**src/hw/rtl/mbc_pkg.sv**
```systemverilog
`default_nettype none

package mbc_pkg;

    localparam int MBC_ROUNDS   = 32;
    localparam int MBC_KEY_REGS = 4;
    localparam int MBC_KEY_WORDS = 2 * MBC_KEY_REGS;
    localparam int MBC_BLK_W    = 64;
    localparam int MBC_HALF_W   = 32;
    localparam int MBC_CFG_W    = 64;
    localparam int MBC_IDX_W    = 2;
    localparam int MBC_ROT      = 11;

    localparam logic MBC_OP_ENC = 1'b0;
    localparam logic MBC_OP_DEC = 1'b1;

    localparam logic [MBC_IDX_W-1:0] MBC_REG_KEY_255_192 = 2'd0;
    localparam logic [MBC_IDX_W-1:0] MBC_REG_KEY_191_128 = 2'd1;
    localparam logic [MBC_IDX_W-1:0] MBC_REG_KEY_127_64  = 2'd2;
    localparam logic [MBC_IDX_W-1:0] MBC_REG_KEY_63_0    = 2'd3;

    typedef logic [MBC_HALF_W-1:0] t_mbc_word;
    typedef logic [MBC_BLK_W-1:0]  t_mbc_block;
    typedef logic [MBC_KEY_WORDS-1:0][MBC_HALF_W-1:0] t_mbc_keys;

    typedef struct packed {
        logic valid;
        logic dec;
    } t_mbc_ctl;

    typedef logic [3:0] t_mbc_nib;

    localparam t_mbc_nib MBC_SBOX [8][16] = '{
        '{4'd12, 4'd4,  4'd6,  4'd2,  4'd10, 4'd5,  4'd11, 4'd9,
          4'd14, 4'd8,  4'd13, 4'd7,  4'd0,  4'd3,  4'd15, 4'd1},
        '{4'd6,  4'd8,  4'd2,  4'd3,  4'd9,  4'd10, 4'd5,  4'd12,
          4'd1,  4'd14, 4'd4,  4'd7,  4'd11, 4'd13, 4'd0,  4'd15},
        '{4'd11, 4'd3,  4'd5,  4'd8,  4'd2,  4'd15, 4'd10, 4'd13,
          4'd14, 4'd1,  4'd7,  4'd4,  4'd12, 4'd9,  4'd6,  4'd0},
        '{4'd12, 4'd8,  4'd2,  4'd1,  4'd13, 4'd4,  4'd15, 4'd6,
          4'd7,  4'd0,  4'd10, 4'd5,  4'd3,  4'd14, 4'd9,  4'd11},
        '{4'd7,  4'd15, 4'd5,  4'd10, 4'd8,  4'd1,  4'd6,  4'd13,
          4'd0,  4'd9,  4'd3,  4'd14, 4'd11, 4'd4,  4'd2,  4'd12},
        '{4'd5,  4'd13, 4'd15, 4'd6,  4'd9,  4'd2,  4'd12, 4'd10,
          4'd11, 4'd7,  4'd8,  4'd1,  4'd4,  4'd3,  4'd14, 4'd0},
        '{4'd8,  4'd14, 4'd2,  4'd5,  4'd6,  4'd9,  4'd1,  4'd12,
          4'd15, 4'd4,  4'd11, 4'd0,  4'd13, 4'd10, 4'd3,  4'd7},
        '{4'd1,  4'd7,  4'd14, 4'd13, 4'd0,  4'd5,  4'd8,  4'd3,
          4'd4,  4'd15, 4'd10, 4'd6,  4'd9,  4'd12, 4'd11, 4'd2}
    };

    // Round function: add mod 2^32, S-box layer, rotate left.
    function automatic t_mbc_word mbc_g(input t_mbc_word a, input t_mbc_word k);
        t_mbc_word s;
        t_mbc_word r;
        s = a + k;
        for (int n = 0; n < 8; n++) begin
            r[4*n +: 4] = MBC_SBOX[n][s[4*n +: 4]];
        end
        return {r[MBC_HALF_W-MBC_ROT-1:0], r[MBC_HALF_W-1:MBC_HALF_W-MBC_ROT]};
    endfunction

    // Key word index (K1..K8 as 0..7) used in round r.
    function automatic logic [2:0] mbc_key_idx(input int r, input logic dec);
        int rr;
        logic [2:0] lo;
        rr = (dec == MBC_OP_DEC) ? (MBC_ROUNDS - 1 - r) : r;
        lo = rr[2:0];
        return (rr < MBC_ROUNDS - 8) ? lo : (3'd7 - lo);
    endfunction

endpackage

`default_nettype wire

```
**src/hw/rtl/mbc_round.sv**
```systemverilog
`default_nettype none

// One Feistel round with its pipeline register. Halves always swap; the
// top level undoes the swap after the final round.
module mbc_round (
    input  wire logic        i_clk,
    input  wire logic        i_rst_n,
    input  wire logic        i_en,
    input  wire mbc_pkg::t_mbc_ctl   i_ctl,
    input  wire mbc_pkg::t_mbc_block i_block,
    input  wire mbc_pkg::t_mbc_word  i_key,
    output mbc_pkg::t_mbc_ctl   o_ctl,
    output mbc_pkg::t_mbc_block o_block
);
    import mbc_pkg::*;

    t_mbc_ctl   r_ctl;
    t_mbc_block r_block;
    t_mbc_block n_block;

    always_comb begin
        n_block = {i_block[MBC_HALF_W-1:0],
                   i_block[MBC_BLK_W-1:MBC_HALF_W] ^ mbc_g(i_block[MBC_HALF_W-1:0], i_key)};
    end

    always_ff @(posedge i_clk) begin
        if (!i_rst_n) begin
            r_ctl <= '0;
        end else if (i_en) begin
            r_ctl <= i_ctl;
        end
    end

    always_ff @(posedge i_clk) begin
        if (i_en) begin
            r_block <= n_block;
        end
    end

    assign o_ctl   = r_ctl;
    assign o_block = r_block;

endmodule

`default_nettype wire

```
**config.mk**
```make
export PLATFORM = sky130hd
export DESIGN_NAME = mbc_round
export DESIGN_NICKNAME = d
export VERILOG_FILES = /design/src/hw/rtl/mbc_pkg.sv /design/src/hw/rtl/mbc_round.sv
export SDC_FILE = /design/constraint.sdc
export NUM_CORES = 1
export LEC_CHECK = 0
export BUFFER_PORTS_ARGS = -buffer_cell sky130_fd_sc_hd__buf_2
export CELL_PAD_IN_SITES_DETAIL_PLACEMENT = 1
export CELL_PAD_IN_SITES_GLOBAL_PLACEMENT = 1
export CORE_MARGIN = 4
export CORE_UTILIZATION = 40
export DETAILED_ROUTE_END_ITERATION = 10
export PLACE_DENSITY = 0.88
export SYNTH_ARGS = -nofsm -noshare
export SYNTH_HDL_FRONTEND = slang
export SYNTH_SLANG_ARGS = --single-unit
```
**constraint.sdc**
```tcl
create_clock -name i_clk -period 4.9 [get_ports i_clk]
set_clock_uncertainty 0.2 [all_clocks]
set_input_delay 0 -clock i_clk [delete_from_list [all_inputs] [get_ports i_clk]]
set_output_delay 0 -clock i_clk [all_outputs]
set_load 0.01 [all_outputs]
```
==> results.json, run 1 <==
{
  "run_status": "finished clean",
  "layout.nets": 921,
  "ys_warn_count": 0,
  "yosys.area.top_type": "edfxtp_1",
  "rsz0062_at_grt": "false",
  "slowest_stage": "o311ai_1",
  "htreeDepth": 3,
  "drt_pass1_iterations": 4,
  "die_area_um2": 15900,
  "grt_first_pass_wirelength_mm": 27.6,
  "yosysMostFrequentCell": "ha_1",
  "slowest_delay_ps": 830,
  "routed_wl_mm": 17.2,
  "finalCritPeriodShare_pct": 88.6,
  "finalHoldViolCount": 0,
  "fin_crit_ps": 4340,
  "clk_pin_slew_ps": 60,
  "ys_seq_elements": 66,
  "power.density_nw_per_um2": 346,
  "crit_start": "i_block[11]",
  "leakage_uw": 0.00336,
  "critPathCaptureType": "register",
  "tns_ps": 0,
  "maxCapViolations": 0,
  "required_ps": 4780,
  "netlist.area_leader.share_pct": 34.6,
  "clock-root-buffer": "clkbuf_16",
  "ir_drop_v": 0.000177,
  "min_path_type": "input port to register",
  "hold_ws_ps": 113,
  "start_util_pct": 41.3,
  "path_class": "input port to register",
  "holdBufCountCts": 67,
  "detail_route.wl_per_cell_um": 18.4,
  "grtUsageMet1_pct": 24.6,
  "hpwl_mm": 12.5,
  "gr-max-usage-layer": "met2",
  "num_rows": 42,
  "numCtsBuffers": 9,
  "tightestPinTransition_ps": 1010,
  "hp-start": "i_key[0]",
  "syn-cell-area_um2": 5560,
  "use_met2_pct": 39.4,
  "final_layout_size_suffix_gt1_share_pct": 28.4,
  "crit_chain": "dlygate4sd3_1 -> buf_2 -> ha_1 -> nand4_1 -> a211oi_2 -> a221oi_2 -> a211oi_1 -> and2b_2 -> o311ai_1 -> inv_1 -> ha_1 -> or2_2 -> mux2i_1 -> mux2i_1 -> xor2_1",
  "area_growth_syn_to_layout_pct": 35.0,
  "io_buffers": 166,
  "yosys.cell_types.count": 72,
  "cp_data_arrival_time_ps": 4220,
  "fmax_mhz": 230,
  "via_count": 4915,
  "first_global_vias": 5457,
  "power_uw": 2590,
  "clk_latency_ps": 340,
  "gp_congestion": 0.832,
  "synth-async-reset-ratio_pct": 0,
  "fin_cells": 933,
  "drc_errors": 0,
  "final_antenna_net_count": 0,
  "setup_viol": 0,
  "die_w_um": 126,
  "syn_inst": 518,
  "clockBufferDepth": 2,
  "die_h_um": 126,
  "avgSynthCellArea_um2": 10.7,
  "synth.area.top_cells": "edfxtp_1 (35%), ha_1 (15%), xnor2_1 (6.5%), mux2i_1 (4.0%), mux4_2 (3.6%)",
  "worst-path-max-fanout": 9,
  "synth_common_cells": "ha_1 (68), edfxtp_1 (64), xnor2_1 (41)",
  "slew_violations": 0,
  "grt-ovfl-total": 0,
  "crit-reg2reg-launch": "o_ctl[0]",
  "synth_flop_cell": "edfxtp_1",
  "synth_nets": 688,
  "post_cts.repair.setup_buffers": 0,
  "io_pins": 167,
  "cts-resized-gates": 0,
  "cts_tree": "done",
  "grt_max_degree": 67,
  "core_um2": 13500,
  "antenna_found_initial": 1,
  "max_slew_margin_pct": 31.7,
  "drt_iter0_drc": 201,
  "dpl.cell_count": 849,
  "synth_edf_count": 64,
  "clock-sinks": 66,
  "vias_per_cell": 5.27,
  "use_met3_pct": 4.57,
  "seq_area_frac_synth_pct": 35.3,
  "grt_use_total_pct": 21.5,
  "worstSetupStartpointType": "input port"
}
metal layers:
metal  vias up  share of wire [%]
li1       2381                  -
met1      2390                 40
met2       118                 53
met3        26                4.6
met4         0                2.4
met5         -                  0
state kept, by name (all words and copies together) (netlist names):
register,flops
o_block,64
o_ctl,2
layout make-up:
| cell class | instances | area [um^2] |
|---|---|---|
| fillers | 1527 | 5950 |
| multi-input cells | 405 | 3390 |
| flip-flops and latches | 66 | 1960 |
| repair buffers | 234 | 1510 |
| clock buffers | 13 | 250 |
| well taps | 176 | 220 |
| inverters | 35 | 131 |
| clock inverters | 3 | 40.0 |
| diodes | 1 | 2.50 |
power by group:
part           switching, uW  internal [uW]
clock network            236            406
logic                    635            516
registers               30.4            769
total                    902           1690
placed cells by master (no fill, tap or decap), types with 5 or more instances in the layout:
cell,instances
o21bai_1,5
dlygate4sd3_1,67
mux4_2,9
nand3_1,10
o21ai_0,18
mux2i_1,22
xnor2_1,41
a21o_1,11
buf_2,166
o211ai_1,11
nand2_1,24
nor2_1,23
a211oi_1,8
clkbuf_16,9
nor3_1,6
xor2_1,21
edfxtp_1,64
inv_1,35
a21oi_1,39
a31oi_1,5
and3_1,8
nor2b_1,7
ha_1,68
nand4_1,5
logic make-up (layout without fill, tap and decap cells):
family / after synthesis / in the layout / synth area share (%)
other cells: 0 / 1 / 0
buf+inv: 47 / 285 / 3.76
compound gates: 126 / 126 / 15.6
flops: 66 / 66 / 35.3
fa+ha+maj: 69 / 69 / 15.7
xor+xnor: 64 / 64 / 10.6
simple gates: 110 / 110 / 10.4
mux: 36 / 36 / 8.75
worst paths after layout:
path / cells after the start / end / slack [ps]
worst max register to register: 3 / o_ctl[0] / 3500
worst min-delay path: 4 / o_block[14] / 110
worst min register to register: 2 / o_ctl[1] / 340
worst max-delay path: 15 / o_block[7] / 560
through the flow:
step	worst slack (ps)	utilization, %	cell area [um^2]
4_1_cts	579	55.8	7500
6_report	560	55.8	7500
5_1_grt	288	55.8	7500
3_5_place_dp	817	48.6	6540
3_3_place_gp	967	48.6	6540
2_1_floorplan	1430	-	5560
worst max-delay path, delay by kind of cell:
kind,cells,cell delay [ps]
xor gates and xnor gates,1,170
buffers and inverters,3,840
muxes,2,270
AOI/OAI and AO/OA,4,1540
and+or+nand+nor,3,740
adders and majority gates,2,660
(Power assumes the default switching activity.)
==> run 2: changes to the inputs <==
- CORE_UTILIZATION: 40 -> 44
- PLACE_DENSITY: 0.88 -> 0.95
- SLEW_MARGIN: default -> 20
- clock period: 4.9 -> 5.34 ns (I/O delays scaled with it)
==> run 2 against run 1 <==
Net effect: cell count shrank 0.96%; critical path type unchanged; largest cell class unchanged; wire length grew 6.6%; sequential power shrank 8.4%; combinational power shrank 6%.
==> results.json, run 2 (synthesis results as in run 1) <==
{
  "clk_latency_ps": 330,
  "antenna_found_initial": 0,
  "drt_pass1_iterations": 5,
  "fmax_mhz": 228,
  "clk_pin_slew_ps": 60,
  "holdBufCountCts": 67,
  "routed_wl_mm": 18.3,
  "critPathTopFamily": "compound AO/OA/AOI/OAI gates",
  "wl_met1_mm": 6.81,
  "vias_per_cell": 5.52,
  "critPathCaptureType": "register",
  "detail_route.wl_per_cell_um": 19.8,
  "io_pins": 167,
  "slew_violations": 0,
  "core_um2": 12200,
  "critPathBufInv": 3,
  "layout_commonest_cell": "buf_2",
  "dpl.cell_count": 841,
  "area_growth_syn_to_layout_pct": 34.7,
  "grt_use_total_pct": 25.4,
  "max_slew_margin_pct": 38.6,
  "wl_met2_mm": 9.71,
  "rsz0062_at_grt": "false",
  "finalCritPeriodShare_pct": 82.0,
  "maxCapViolations": 0,
  "post_cts.repair.setup_buffers": 0,
  "required_ps": 5220,
  "clock-root-buffer": "clkbuf_16",
  "die_area_um2": 14500,
  "hpwl_mm": 12.6,
  "cts-resized-gates": 0,
  "largest_reg_flops": 64,
  "routed.top_layer": "met4",
  "layout.nets": 921,
  "htreeDepth": 3,
  "cts_tree": "done",
  "io_buffers": 166,
  "path_class": "input port to register",
  "power.density_nw_per_um2": 319,
  "ff_latch_area_um2": 1960,
  "via_count": 5105,
  "gp_congestion": 0.817,
  "drt_iter0_drc": 215,
  "layout_common_cells": "buf_2 (166), ha_1 (68), dlygate4sd3_1 (67)",
  "tightestPinTransition_ps": 915,
  "multi_input_area_um2": 3400,
  "worst-path-max-fanout": 11,
  "finalHoldViolCount": 0,
  "setup_viol": 0,
  "ir_drop_v": 0.000190,
  "fin_crit_ps": 4380,
  "n_antenna_cell": 0,
  "worstSetupStartpointType": "input port",
  "grt_first_pass_wirelength_mm": 29.2,
  "final_layout_size_suffix_gt1_share_pct": 28.3,
  "leakage_uw": 0.00335,
  "start_util_pct": 45.5,
  "grt-ovfl-total": 0,
  "num_rows": 40,
  "clockBufferDepth": 2,
  "fin_util_pct": 61.3,
  "fillers": 1405,
  "grt_max_degree": 67,
  "run_status": "finished clean",
  "crit_chain": "dlygate4sd3_1 -> buf_2 -> ha_1 -> inv_1 -> fa_1 -> nand2b_1 -> a21oi_1 -> o21ai_2 -> a211oi_1 -> mux2_4 -> a2111oi_4 -> or2b_1 -> mux2i_1 -> a211oi_2 -> xnor2_1",
  "slowest_stage": "a2111oi_4",
  "first_global_vias": 5705,
  "wl_met3_um": 913,
  "fin_cells": 924,
  "die_w_um": 120,
  "final_antenna_net_count": 0,
  "hold_ws_ps": 111,
  "cp_data_arrival_time_ps": 4260,
  "slowest_delay_ps": 730,
  "die_h_um": 120,
  "clock-sinks": 66,
  "min_path_type": "input port to register",
  "drc_errors": 0,
  "numCtsBuffers": 9,
  "tns_ps": 0
}
run 2: changes by cell type in the layout (fill, tap and decap cells not counted), sizes merged:
cell,before,now
diode,1,0
clkbuf,13,12
clkinv,2,3
run 2: tightest hold or removal path: stages:
cell and delay [ps]:
buf_2 90, ha_1 160, o211ai_1 120, xor2_1 160
run 2: path summary, 6_finish.rpt:
path / startpoint / endpoint / slack, ps / cells past startpoint
worst max-delay path: i_block[0] / o_block[3] / 960 / 15
worst min-delay path: i_key[0] / o_block[14] / 110 / 4
worst max register to register: o_ctl[1] / o_ctl[1] / 3960 / 3
worst min register to register: o_ctl[0] / o_ctl[0] / 330 / 2
run 2: report_power, final:
| group | switching [uW] | leakage (uW) | internal, uW |
|---|---|---|---|
| Sequential | 26.4 | 0.000643 | 705 |
| Clock | 216 | 0.000136 | 358 |
| Combinational | 605 | 0.00257 | 476 |
| Total | 847 | 0.00335 | 1540 |
run 2: metrics by stage:
step / power, uW / worst slack (ps) / area [um^2]
final: 2390 / 960 / 7490
after CTS: 2360 / 827 / 7480
after detailed placement: 1740 / 1140 / 6530
after global placement: 1660 / 1400 / 6530
after floorplan: 1440 / 1870 / 5560
after global routing: 2530 / 777 / 7490
run 2: per-layer routing:
metal	track usage, %	vias up
met1	27.3	2471
met3	5.10	64
met4	13.5	0
met5	0	-
li1	-	2384
met2	46.7	186
run 2: cell type report:
type / count / share of cell area (%)
multi-input combinational: 405 / 45.4
sequential: 66 / 26.2
timing repair buffer: 234 / 20.2
clock buffer: 12 / 3.16
tap: 168 / 2.81
inverter: 35 / 1.75
clock inverter: 4 / 0.568
