**src/hw/rtl/mbc_pkg.sv**
```systemverilog
`default_nettype none

package mbc_pkg;

    localparam int MBC_ROUNDS   = 32;
    localparam int MBC_KEY_REGS = 4;
    localparam int MBC_KEY_WORDS = 2 * MBC_KEY_REGS;
    localparam int MBC_BLK_W    = 64;
    localparam int MBC_HALF_W   = 32;
    localparam int MBC_CFG_W    = 64;
    localparam int MBC_IDX_W    = 2;
    localparam int MBC_ROT      = 11;

    localparam logic MBC_OP_ENC = 1'b0;
    localparam logic MBC_OP_DEC = 1'b1;

    localparam logic [MBC_IDX_W-1:0] MBC_REG_KEY_255_192 = 2'd0;
    localparam logic [MBC_IDX_W-1:0] MBC_REG_KEY_191_128 = 2'd1;
    localparam logic [MBC_IDX_W-1:0] MBC_REG_KEY_127_64  = 2'd2;
    localparam logic [MBC_IDX_W-1:0] MBC_REG_KEY_63_0    = 2'd3;

    typedef logic [MBC_HALF_W-1:0] t_mbc_word;
    typedef logic [MBC_BLK_W-1:0]  t_mbc_block;
    typedef logic [MBC_KEY_WORDS-1:0][MBC_HALF_W-1:0] t_mbc_keys;

    typedef struct packed {
        logic valid;
        logic dec;
    } t_mbc_ctl;

    typedef logic [3:0] t_mbc_nib;

    localparam t_mbc_nib MBC_SBOX [8][16] = '{
        '{4'd12, 4'd4,  4'd6,  4'd2,  4'd10, 4'd5,  4'd11, 4'd9,
          4'd14, 4'd8,  4'd13, 4'd7,  4'd0,  4'd3,  4'd15, 4'd1},
        '{4'd6,  4'd8,  4'd2,  4'd3,  4'd9,  4'd10, 4'd5,  4'd12,
          4'd1,  4'd14, 4'd4,  4'd7,  4'd11, 4'd13, 4'd0,  4'd15},
        '{4'd11, 4'd3,  4'd5,  4'd8,  4'd2,  4'd15, 4'd10, 4'd13,
          4'd14, 4'd1,  4'd7,  4'd4,  4'd12, 4'd9,  4'd6,  4'd0},
        '{4'd12, 4'd8,  4'd2,  4'd1,  4'd13, 4'd4,  4'd15, 4'd6,
          4'd7,  4'd0,  4'd10, 4'd5,  4'd3,  4'd14, 4'd9,  4'd11},
        '{4'd7,  4'd15, 4'd5,  4'd10, 4'd8,  4'd1,  4'd6,  4'd13,
          4'd0,  4'd9,  4'd3,  4'd14, 4'd11, 4'd4,  4'd2,  4'd12},
        '{4'd5,  4'd13, 4'd15, 4'd6,  4'd9,  4'd2,  4'd12, 4'd10,
          4'd11, 4'd7,  4'd8,  4'd1,  4'd4,  4'd3,  4'd14, 4'd0},
        '{4'd8,  4'd14, 4'd2,  4'd5,  4'd6,  4'd9,  4'd1,  4'd12,
          4'd15, 4'd4,  4'd11, 4'd0,  4'd13, 4'd10, 4'd3,  4'd7},
        '{4'd1,  4'd7,  4'd14, 4'd13, 4'd0,  4'd5,  4'd8,  4'd3,
          4'd4,  4'd15, 4'd10, 4'd6,  4'd9,  4'd12, 4'd11, 4'd2}
    };

    // Round function: add mod 2^32, S-box layer, rotate left.
    function automatic t_mbc_word mbc_g(input t_mbc_word a, input t_mbc_word k);
        t_mbc_word s;
        t_mbc_word r;
        s = a + k;
        for (int n = 0; n < 8; n++) begin
            r[4*n +: 4] = MBC_SBOX[n][s[4*n +: 4]];
        end
        return {r[MBC_HALF_W-MBC_ROT-1:0], r[MBC_HALF_W-1:MBC_HALF_W-MBC_ROT]};
    endfunction

    // Key word index (K1..K8 as 0..7) used in round r.
    function automatic logic [2:0] mbc_key_idx(input int r, input logic dec);
        int rr;
        logic [2:0] lo;
        rr = (dec == MBC_OP_DEC) ? (MBC_ROUNDS - 1 - r) : r;
        lo = rr[2:0];
        return (rr < MBC_ROUNDS - 8) ? lo : (3'd7 - lo);
    endfunction

endpackage

`default_nettype wire

```
**src/hw/rtl/mbc_key_regs.sv**
```systemverilog
`default_nettype none

module mbc_key_regs (
    input  wire logic                          i_clk,
    input  wire logic                          i_rst_n,
    input  wire logic                          i_we,
    input  wire logic [mbc_pkg::MBC_IDX_W-1:0] i_idx,
    input  wire logic [mbc_pkg::MBC_CFG_W-1:0] i_data,
    output mbc_pkg::t_mbc_keys                 o_words
);
    import mbc_pkg::*;

    logic [MBC_CFG_W-1:0] r_key [MBC_KEY_REGS];

    always_ff @(posedge i_clk) begin
        if (!i_rst_n) begin
            for (int j = 0; j < MBC_KEY_REGS; j++) begin
                r_key[j] <= '0;
            end
        end else if (i_we) begin
            unique case (i_idx)
                MBC_REG_KEY_255_192: r_key[0] <= i_data;
                MBC_REG_KEY_191_128: r_key[1] <= i_data;
                MBC_REG_KEY_127_64:  r_key[2] <= i_data;
                MBC_REG_KEY_63_0:    r_key[3] <= i_data;
                default:             r_key[0] <= r_key[0];
            endcase
        end
    end

    always_comb begin
        for (int j = 0; j < MBC_KEY_REGS; j++) begin
            o_words[2*j]     = r_key[j][MBC_CFG_W-1:MBC_HALF_W];
            o_words[2*j + 1] = r_key[j][MBC_HALF_W-1:0];
        end
    end

endmodule

`default_nettype wire

```
**config.mk**
```make
export PLATFORM = sky130hd
export DESIGN_NAME = mbc_key_regs
export DESIGN_NICKNAME = d
export VERILOG_FILES = /design/src/hw/rtl/mbc_pkg.sv /design/src/hw/rtl/mbc_key_regs.sv
export SDC_FILE = /design/constraint.sdc
export NUM_CORES = 1
export LEC_CHECK = 0
export ABC_AREA = 1
export BUFFER_PORTS_ARGS = -buffer_cell sky130_fd_sc_hd__buf_2
export CAP_MARGIN = 15
export CORE_MARGIN = 10
export CORE_UTILIZATION = 45
export DETAILED_ROUTE_END_ITERATION = 7
export PLACE_DENSITY = 0.85
export REMOVE_ABC_BUFFERS = 1
export SYNTH_ARGS = -nofsm -noshare
export SYNTH_HDL_FRONTEND = slang
export SYNTH_SLANG_ARGS = --single-unit
```
**constraint.sdc**
```tcl
create_clock -name i_clk -period 5.65 [get_ports i_clk]
set_input_delay 1.13 -clock i_clk [delete_from_list [all_inputs] [get_ports i_clk]]
set_output_delay 1.13 -clock i_clk [all_outputs]
set_load 0.03 [all_outputs]
```
==> out/metrics.cfg, run 1 <==
[cts]
cts_buffer_depth=3
postCtsHoldBufs=0
cts_made_buffers=26
cts_root_buf=clkbuf_16
cts_sinks=256
htreeDepth=1
ctsResizeCount=0
path_clk_slew_ns=0.06
tritoncts=done
post_cts_buffers=0

[route]
ant_nets=0
avgRoutedWirePerCell_um=20.6
remaining_drc_errors=0
drtIter0Drc=433
drt_wl_total_mm=25.4
drt-pass1-iter-count=5
vias_per_cell=4.85
vias=6000

[layout]
fillCellCount=1527
areaGrowthSynthToFinish_pct=28.2
largest_reg_flops=256
top_register=r_key
drive_above_1_share_pct=45.1
stdcell_count=1237
largest_registers=r_key: 256 flops
fin_util_pct=59.2
nets=1016

[floorplan]
design.die.area_um2=27200
std_cell_rows=52
core_area_um2=20400
fp.dieH_um=165
dieWidth_um=165
io_pins=325
initial_core_util_pct=46.2

[critical_path]
path_max_fanout=35
arrival_ns=2.64
critPathRequiredTime_ns=5.88
crit_type=input port to register
crit_path_start=i_rst_n
cp-start-kind=input port
end_kind=register

[timing]
tns_ns=0
post-route-min-period_ns=2.41
clock.fmax_ghz=0.415
finalHoldViolCount=0
post-route-period-util_pct=42.7
slew_viol_final=0
finalSetupViolCount=0
rsz0062_at_grt=no
relSlewSlack_pct=32.2
worst_pin_slew_ns=1.02

[logic_synthesis]
synth_cells=619
synth_top_area_share_pct=81.4
ys_ff_latch=256
synthDistinctLibCells=13
synth.area.mux_share_pct=0
synthAdderAreaFrac_pct=0
yosys.area.top_type=edfxtp_1
syn-cell-area_um2=9440
synth_compound_area_share_pct=0
syn_avg_cell_area_um2=15.2
synth_xor_area_share_pct=0
synth_top_family_by_area=simple AND/OR/NAND/NOR gates
ys_seq_area_share_pct=81.4
yosys_warnings=0
yosys.area_share.simple_pct=13.1
synth_area_leaders=edfxtp_1, nor2_1, nor2_2

[placement]
dp.cells=1186
globalplace.congestion=0.784
post-dp-hpwl_mm=16.9
io_buffers=324

[global_routing]
top_usage_layer=met2
grt_pass1_vias=6129
overflow=0
grt_max_degree=65
grt.met1_usage_pct=19.8
grt_pass1_wl_mm=36.3
grt_usage_pct=17.4
antenna_found_initial=1
met2_usage_pct=31.0
gr-usage-met3_pct=4.63

[power_and_ir_drop]
peakVddDrop_mv=0.341
total_power_mw=4.61
power_density_nw_per_um2=381
leakage_nw=5.25

[min_path]
hp-start=i_data[8]
min_path_type=input port to register

[outcome]
status=finished, final reports clean

[job]
maxCapViolations=0

path summary, 6_finish.rpt:
path          end  cells past startpoint  slack [ns]
max   r_key[0][2]                      4        3.24
min   r_key[0][8]                      3        0.97
cell usage after synthesis (all sizes together):
cell      n
inv      66
nor2    257
edfxtp  256
nand3     4
nand4     3
nand2     5
buf      28
critical path, stage by stage:
cell and delay [ns]:
buf_2 0.22, nand3_4 0.52, buf_4 0.64, nor2_1 0.12
metrics by stage:
step                      area, µm²  worst slack [ns]  hold slack [ns]
after CTS                     12000              3.13            0.941
after detailed placement      11200              2.56             1.48
after global routing          12100              3.16            0.956
final                         12100              3.24            0.967
after floorplan                9170              2.55             1.37
after global placement        11200              2.76             1.47
kinds of logic (layout without fill, tap and decap cells):
kind of cell / after synthesis / after routing
buffers and inverters: 94 / 441
DFF: 256 / 256
other: 0 / 1
and+or+nand+nor: 269 / 269
placed cells by master, fill, tap and decap left out, types with 2 or more instances in the layout:
| cell | count |
|---|---|
| clkinv_1 | 5 |
| nor2_1 | 196 |
| bufinv_16 | 4 |
| inv_2 | 2 |
| nand4_4 | 3 |
| nor2_2 | 60 |
| clkbuf_1 | 5 |
| clkbuf_16 | 27 |
| buf_2 | 324 |
| clkinv_2 | 4 |
| buf_12 | 3 |
| edfxtp_1 | 256 |
| inv_1 | 64 |
| nand3_1 | 3 |
| nand2_4 | 4 |
report_power, final:
part | switching (mW) | internal [mW]
Sequential | 0.0417 | 2.24
Clock | 0.685 | 1.05
Combinational | 0.473 | 0.124
routing by layer:
metal | share of wire [%] | wire length [µm] | vias up
met3 | 10 | 2570 | 53
met5 | 0 | 0 | -
met1 | 35 | 8870 | 2883
met4 | 2.7 | 687 | 0
li1 | - | - | 2720
met2 | 52 | 13300 | 344
layout make-up:
type / count / area (µm²) / share of cell area, %
Clock inverter: 15 / 175 / 1.45
Inverter: 66 / 248 / 2.05
Antenna cell: 1 / 2.50 / 0.0207
Timing Repair Buffer: 328 / 1690 / 14.0
Multi-Input combinational cell: 269 / 1270 / 10.5
Tap cell: 270 / 338 / 2.79
Sequential cell: 256 / 7690 / 63.5
Clock buffer: 32 / 694 / 5.74
Power figures use the tool's default switching activity.
==> run 2, diff against run 1 <==
==> constraint.sdc (replaced) <==
create_clock -name i_clk -period 2.3 [get_ports i_clk]
set_input_delay 0.46 -clock i_clk [delete_from_list [all_inputs] [get_ports i_clk]]
set_output_delay 0.46 -clock i_clk [all_outputs]
set_load 0.03 [all_outputs]
==> run 2 against run 1 <==
Combinational power grew 150%. Die area is the same. Wire length shrank 1.2%. First-iteration DRC count shrank 14%. Cell area grew 0.30%. Clock-buffer cell count grew 1. Worst setup slack lost 2.6 ns. Worst hold slack lost 0.67 ns. Global-route usage is essentially flat. Critical path type is now register to primary output. Largest power group unchanged.
==> out/metrics.cfg, run 2 (synthesis gave the netlist of run 1 again) <==
[critical_path]
crit_family=flip-flops
cp-start-kind=register
path_max_fanout=1  ; -97%
crit_path_max_incr_delay_ns=0.44  ; -0.20 ns
cp_slowest_cell=edfxtp_1
cp.buffers_inverters=1  ; -1
end_kind=primary output
crit_chain=buf_2
arrival_ns=1.17  ; -1.47 ns
critPathRequiredTime_ns=1.84  ; -4.04 ns
crit_type=register to primary output

[timing]
worst_pin_slew_ns=0.572  ; -0.445 ns
post-route-period-util_pct=70.7
slew_viol_final=0  ; unchanged
final.setup.worst_slack_ns=0.674  ; -2.56 ns
finalHoldViolCount=0  ; unchanged
finalSetupViolCount=0  ; unchanged
relSlewSlack_pct=61.9  ; +30 points
post-route-min-period_ns=1.63
whs_ns=0.296  ; -0.671 ns
clock.fmax_ghz=0.615
rsz0062_at_grt=no

[min_path]
min_path_type=input port to register

[route]
avgRoutedWirePerCell_um=20.3  ; -1.5%
vias_per_cell=4.85  ; about the same
drt-pass1-iter-count=5  ; unchanged
drtIter0Drc=373  ; -14%
route.met2.wl_mm=13.1  ; -1.6%
met3WireLength_mm=2.51  ; -2.5%
ant_nets=0  ; unchanged
drt-met1-wl_mm=8.88  ; +0.12%
remaining_drc_errors=0  ; unchanged
drt_wl_total_mm=25.1  ; -1.2%
vias=6018  ; +0.30%
highest_layer=met4

[cts]
cts_buffer_depth=3  ; unchanged
cts_root_buf=clkbuf_16
post_cts_buffers=0  ; unchanged
path_clk_slew_ns=0.06  ; about the same
cts_sinks=256  ; unchanged
tritoncts=done
postCtsHoldBufs=0  ; unchanged
htreeDepth=1  ; unchanged
ctsResizeCount=0  ; unchanged
cts_made_buffers=26  ; unchanged

[layout]
diodes=0  ; -1
final_common_cell=buf_2
drive_above_1_share_pct=45.1  ; -0.083 points
nets=1021  ; +0.49%
final_cell_mix=buf_2, edfxtp_1, nor2_1, inv_1, nor2_2
largest_reg_flops=256  ; unchanged
largest_registers=r_key: 256 flops
fin_util_pct=59.4  ; +0.18 points
areaGrowthSynthToFinish_pct=28.6
top_register=r_key
fillCellCount=1543  ; +1.0%

[placement]
dp_slack_ns=0.388  ; -2.18 ns
io_buffers=324  ; unchanged
globalplace.congestion=0.761  ; -3.0%
post-dp-hpwl_mm=16.9  ; -0.18%

[global_routing]
overflow=0  ; unchanged
grt_pass1_vias=6132  ; +0.049%
grt_pass1_wl_mm=36.4  ; +0.38%
antenna_found_initial=0  ; -1
grt_max_degree=65  ; unchanged
grt_usage_pct=17.4  ; -0.018 points

[floorplan]
core_area_um2=20400  ; unchanged
std_cell_rows=52  ; unchanged
dieWidth_um=165  ; unchanged
initial_core_util_pct=46.2  ; unchanged
io_pins=325  ; unchanged
fp.dieH_um=165  ; unchanged
design.die.area_um2=27200  ; unchanged

[power_and_ir_drop]
power_density_nw_per_um2=914  ; +140%
peakVddDrop_mv=0.563  ; +65%
leakage_nw=5.27  ; +0.39%

[outcome]
status=finished, final reports clean

[job]
maxCapViolations=0  ; unchanged

[run 2: changes by cell type in the layout (fill, tap and decap cells not counted)]
cell	change
buf_12	+5
bufinv_16	-2
clkinv_2	-1
clkinv_1	+2
diode_2	-1
clkbuf_1	+1
clkinvlp_4	-1
[run 2: worst paths after layout]
path / from / endpoint / cells past startpoint
setup / recovery: r_key[3][28] / o_words[252] / 1
hold / removal: i_data[22] / r_key[0][22] / 3
[run 2: final cells by class]
| type | count | area (µm²) | area share [%] |
|---|---|---|---|
| Sequential cell | 256 | 7690 | 63.3 |
| Timing Repair Buffer | 333 | 1790 | 14.7 |
| Multi-Input combinational cell | 269 | 1270 | 10.4 |
| Clock buffer | 33 | 698 | 5.75 |
| Tap cell | 270 | 338 | 2.78 |
| Inverter | 66 | 248 | 2.04 |
| Clock inverter | 13 | 110 | 0.907 |
[run 2: layer usage]
metal / track usage [%] / vias up
met5: 0 / -
met4: 5.80 / 0
met3: 4.08 / 50
met2: 30.9 / 332
met1: 20.2 / 2904
li1: - / 2732
[run 2: per-stage QoR]
| stage | cell area (µm²) | total power [mW] | cells | TNS (ns) |
|---|---|---|---|---|
| after detailed placement | 11300 | 7.19 | 1194 | 0 |
| after CTS | 12100 | 11.2 | 1240 | 0 |
| after floorplan | 9170 | 6.62 | 591 | -21.88 |
| final | 12100 | 11.1 | 1240 | 0 |
| after global placement | 11300 | 7.16 | 1194 | 0 |
| after global routing | 12100 | 11.4 | 1240 | 0 |
[run 2: power by group]
group	internal (mW)	switching [mW]
clock	2.35	1.66
combinational	0.323	1.16
sequential	5.49	0.103
==> run 3, diff against run 2 <==
==> constraint.sdc (replaced) <==
create_clock -name i_clk -period 1.53 [get_ports i_clk]
set_input_delay 0.306 -clock i_clk [delete_from_list [all_inputs] [get_ports i_clk]]
set_output_delay 0.306 -clock i_clk [all_outputs]
set_load 0.03 [all_outputs]
==> run 3 against run 2 <==
Sequential power increased by 50%. Cell count about the same. Highest routed layer unchanged. Wire length fell by 1.6%. Largest cell class unchanged. Clock power grew 31%. First-iteration DRC count up 20%. Critical path type unchanged.
==> out/metrics.cfg, run 3 (synthesis gave the netlist of run 1 again) <==
[critical_path]
crit_chain=buf_2
crit_family=flip-flops
cp_slowest_cell=edfxtp_1
crit_type=register to primary output
arrival_ns=1.10  ; -0.07 ns
critPathRequiredTime_ns=1.22  ; -0.62 ns
path_max_fanout=1  ; unchanged
crit_path_max_incr_delay_ns=0.41  ; -0.03 ns
cp.buffers_inverters=1  ; unchanged
cp-start-kind=register
end_kind=primary output

[route]
vias=5862  ; -2.6%
drt-pass1-iter-count=5  ; unchanged
remaining_drc_errors=0  ; unchanged
met3WireLength_mm=2.71  ; +8.1%
ant_nets=0  ; unchanged
drtIter0Drc=446  ; +20%
route.met2.wl_mm=13.0  ; -0.91%
highest_layer=met4
drt_wl_total_mm=24.7  ; -1.6%
vias_per_cell=4.73  ; -2.5%
drt-met1-wl_mm=8.61  ; -3.0%
avgRoutedWirePerCell_um=19.9  ; -1.5%

[floorplan]
io_pins=325  ; unchanged
std_cell_rows=52  ; unchanged
dieWidth_um=165  ; unchanged
fp.dieH_um=165  ; unchanged
design.die.area_um2=27200  ; unchanged
core_area_um2=20400  ; unchanged
initial_core_util_pct=46.2  ; unchanged

[timing]
clock.fmax_ghz=0.710
slew_viol_final=0  ; unchanged
post-route-period-util_pct=92.1
finalSetupViolCount=0  ; unchanged
worst_pin_slew_ns=0.386  ; -0.186 ns
post-route-min-period_ns=1.41
rsz0062_at_grt=no
finalHoldViolCount=0  ; unchanged
relSlewSlack_pct=74.3  ; +12 points

[layout]
fin_util_pct=59.4  ; about the same
nets=1027  ; +0.59%
regArea_um2=7690  ; unchanged
largest_reg_flops=256  ; unchanged
areaGrowthSynthToFinish_pct=28.7  ; about the same
final_cell_mix=buf_2, edfxtp_1, nor2_1, inv_1, nor2_2
fillCellCount=1535  ; -0.52%
final_common_cell=buf_2
top_register=r_key
stdcell_count=1239  ; -0.081%
multi_input_area_um2=1270  ; unchanged
largest_registers=r_key: 256 flops
drive_above_1_share_pct=45.1  ; +0.093 points

[min_path]
hold_path_depth=3  ; unchanged
whs_endpoint=r_key[0][22]
hp-start=i_data[22]
min_path_type=input port to register

[global_routing]
grt_max_degree=36  ; -45%
antenna_found_initial=1  ; +1
grt_usage_pct=17.2  ; -0.17 points
grt_pass1_vias=6062  ; -1.1%
grt_pass1_wl_mm=36.0  ; -1.2%
overflow=0  ; unchanged

[placement]
post-dp-hpwl_mm=18.1  ; +7.3%
globalplace.congestion=0.790  ; +3.9%
dp.cells=1201  ; +0.59%
io_buffers=324  ; unchanged

[power_and_ir_drop]
peakVddDrop_mv=0.580  ; +2.9%
power_density_nw_per_um2=1310  ; +44%
total_power_mw=15.9  ; +44%
leakage_nw=5.27  ; about the same

[cts]
ctsResizeCount=0  ; unchanged
path_clk_slew_ns=0.06  ; about the same
tritoncts=done
cts_sinks=256  ; unchanged
htreeDepth=1  ; unchanged
cts_buffer_depth=3  ; unchanged
cts_root_buf=clkbuf_16
cts_made_buffers=25  ; -3.8%
post_cts_buffers=0  ; unchanged
postCtsHoldBufs=0  ; unchanged

[outcome]
status=finished, final reports clean

[job]
maxCapViolations=0  ; unchanged

[run 3: changes by cell type in the layout (fill, tap and decap cells not counted)]
cell	before	now
buf_12	8	15
bufinv_16	2	0
clkbuf_16	27	25
clkinv_1	7	5
clkinv_2	3	1
clkinv_4	1	0
diode_2	0	1
[run 3: area by class of cell]
cell class | count | share of cell area [%]
Sequential cell | 256 | 63.3
Timing Repair Buffer | 340 | 15.9
Multi-Input combinational cell | 269 | 10.4
Clock buffer | 31 | 5.34
Tap cell | 270 | 2.78
Inverter | 66 | 2.04
Clock inverter | 6 | 0.196
Antenna cell | 1 | 0.0206
[run 3: report_power, final]
group	leakage [nW]	switching [mW]	total, mW	internal, mW
clock network	0.327	2.32	5.26	2.94
logic	2.42	1.75	2.27	0.518
registers	2.52	0.158	8.41	8.26
[run 3: through the flow]
stage               cell area, µm²  setup TNS, ns  hold slack, ns  setup WS (ns)
finish                       12100              0           0.156          0.121
global route                 12100              0           0.152         0.0635
CTS                          12100              0           0.135         0.0724
detailed placement           11500              0           0.654         0.0698
global placement             11500              0           0.650          0.112
floorplan                     9170        -179.58           0.549         -0.750
[run 3: metal layers]
layer / global-route usage [%] / vias up
li1: - / 2726
met1: 19.5 / 2791
met2: 31.1 / 313
met3: 4.88 / 32
met4: 4.59 / 0
met5: 0 / -
[run 3: worst max-delay path by stage]
stage                 startpoint           end  depth (start not counted)
floorplan               i_idx[0]   r_key[0][0]                          3
global placement        i_idx[0]  r_key[0][20]                          5
detailed placement      i_idx[0]  r_key[0][57]                          5
CTS                 r_key[3][42]  o_words[202]                          1
global route        r_key[0][44]   o_words[12]                          1
finish              r_key[1][56]   o_words[88]                          1
[run 3: worst min-delay path, stage by stage]
cell	delay (ns)
buf_2	0.07
inv_1	0.07
nor2_2	0.10
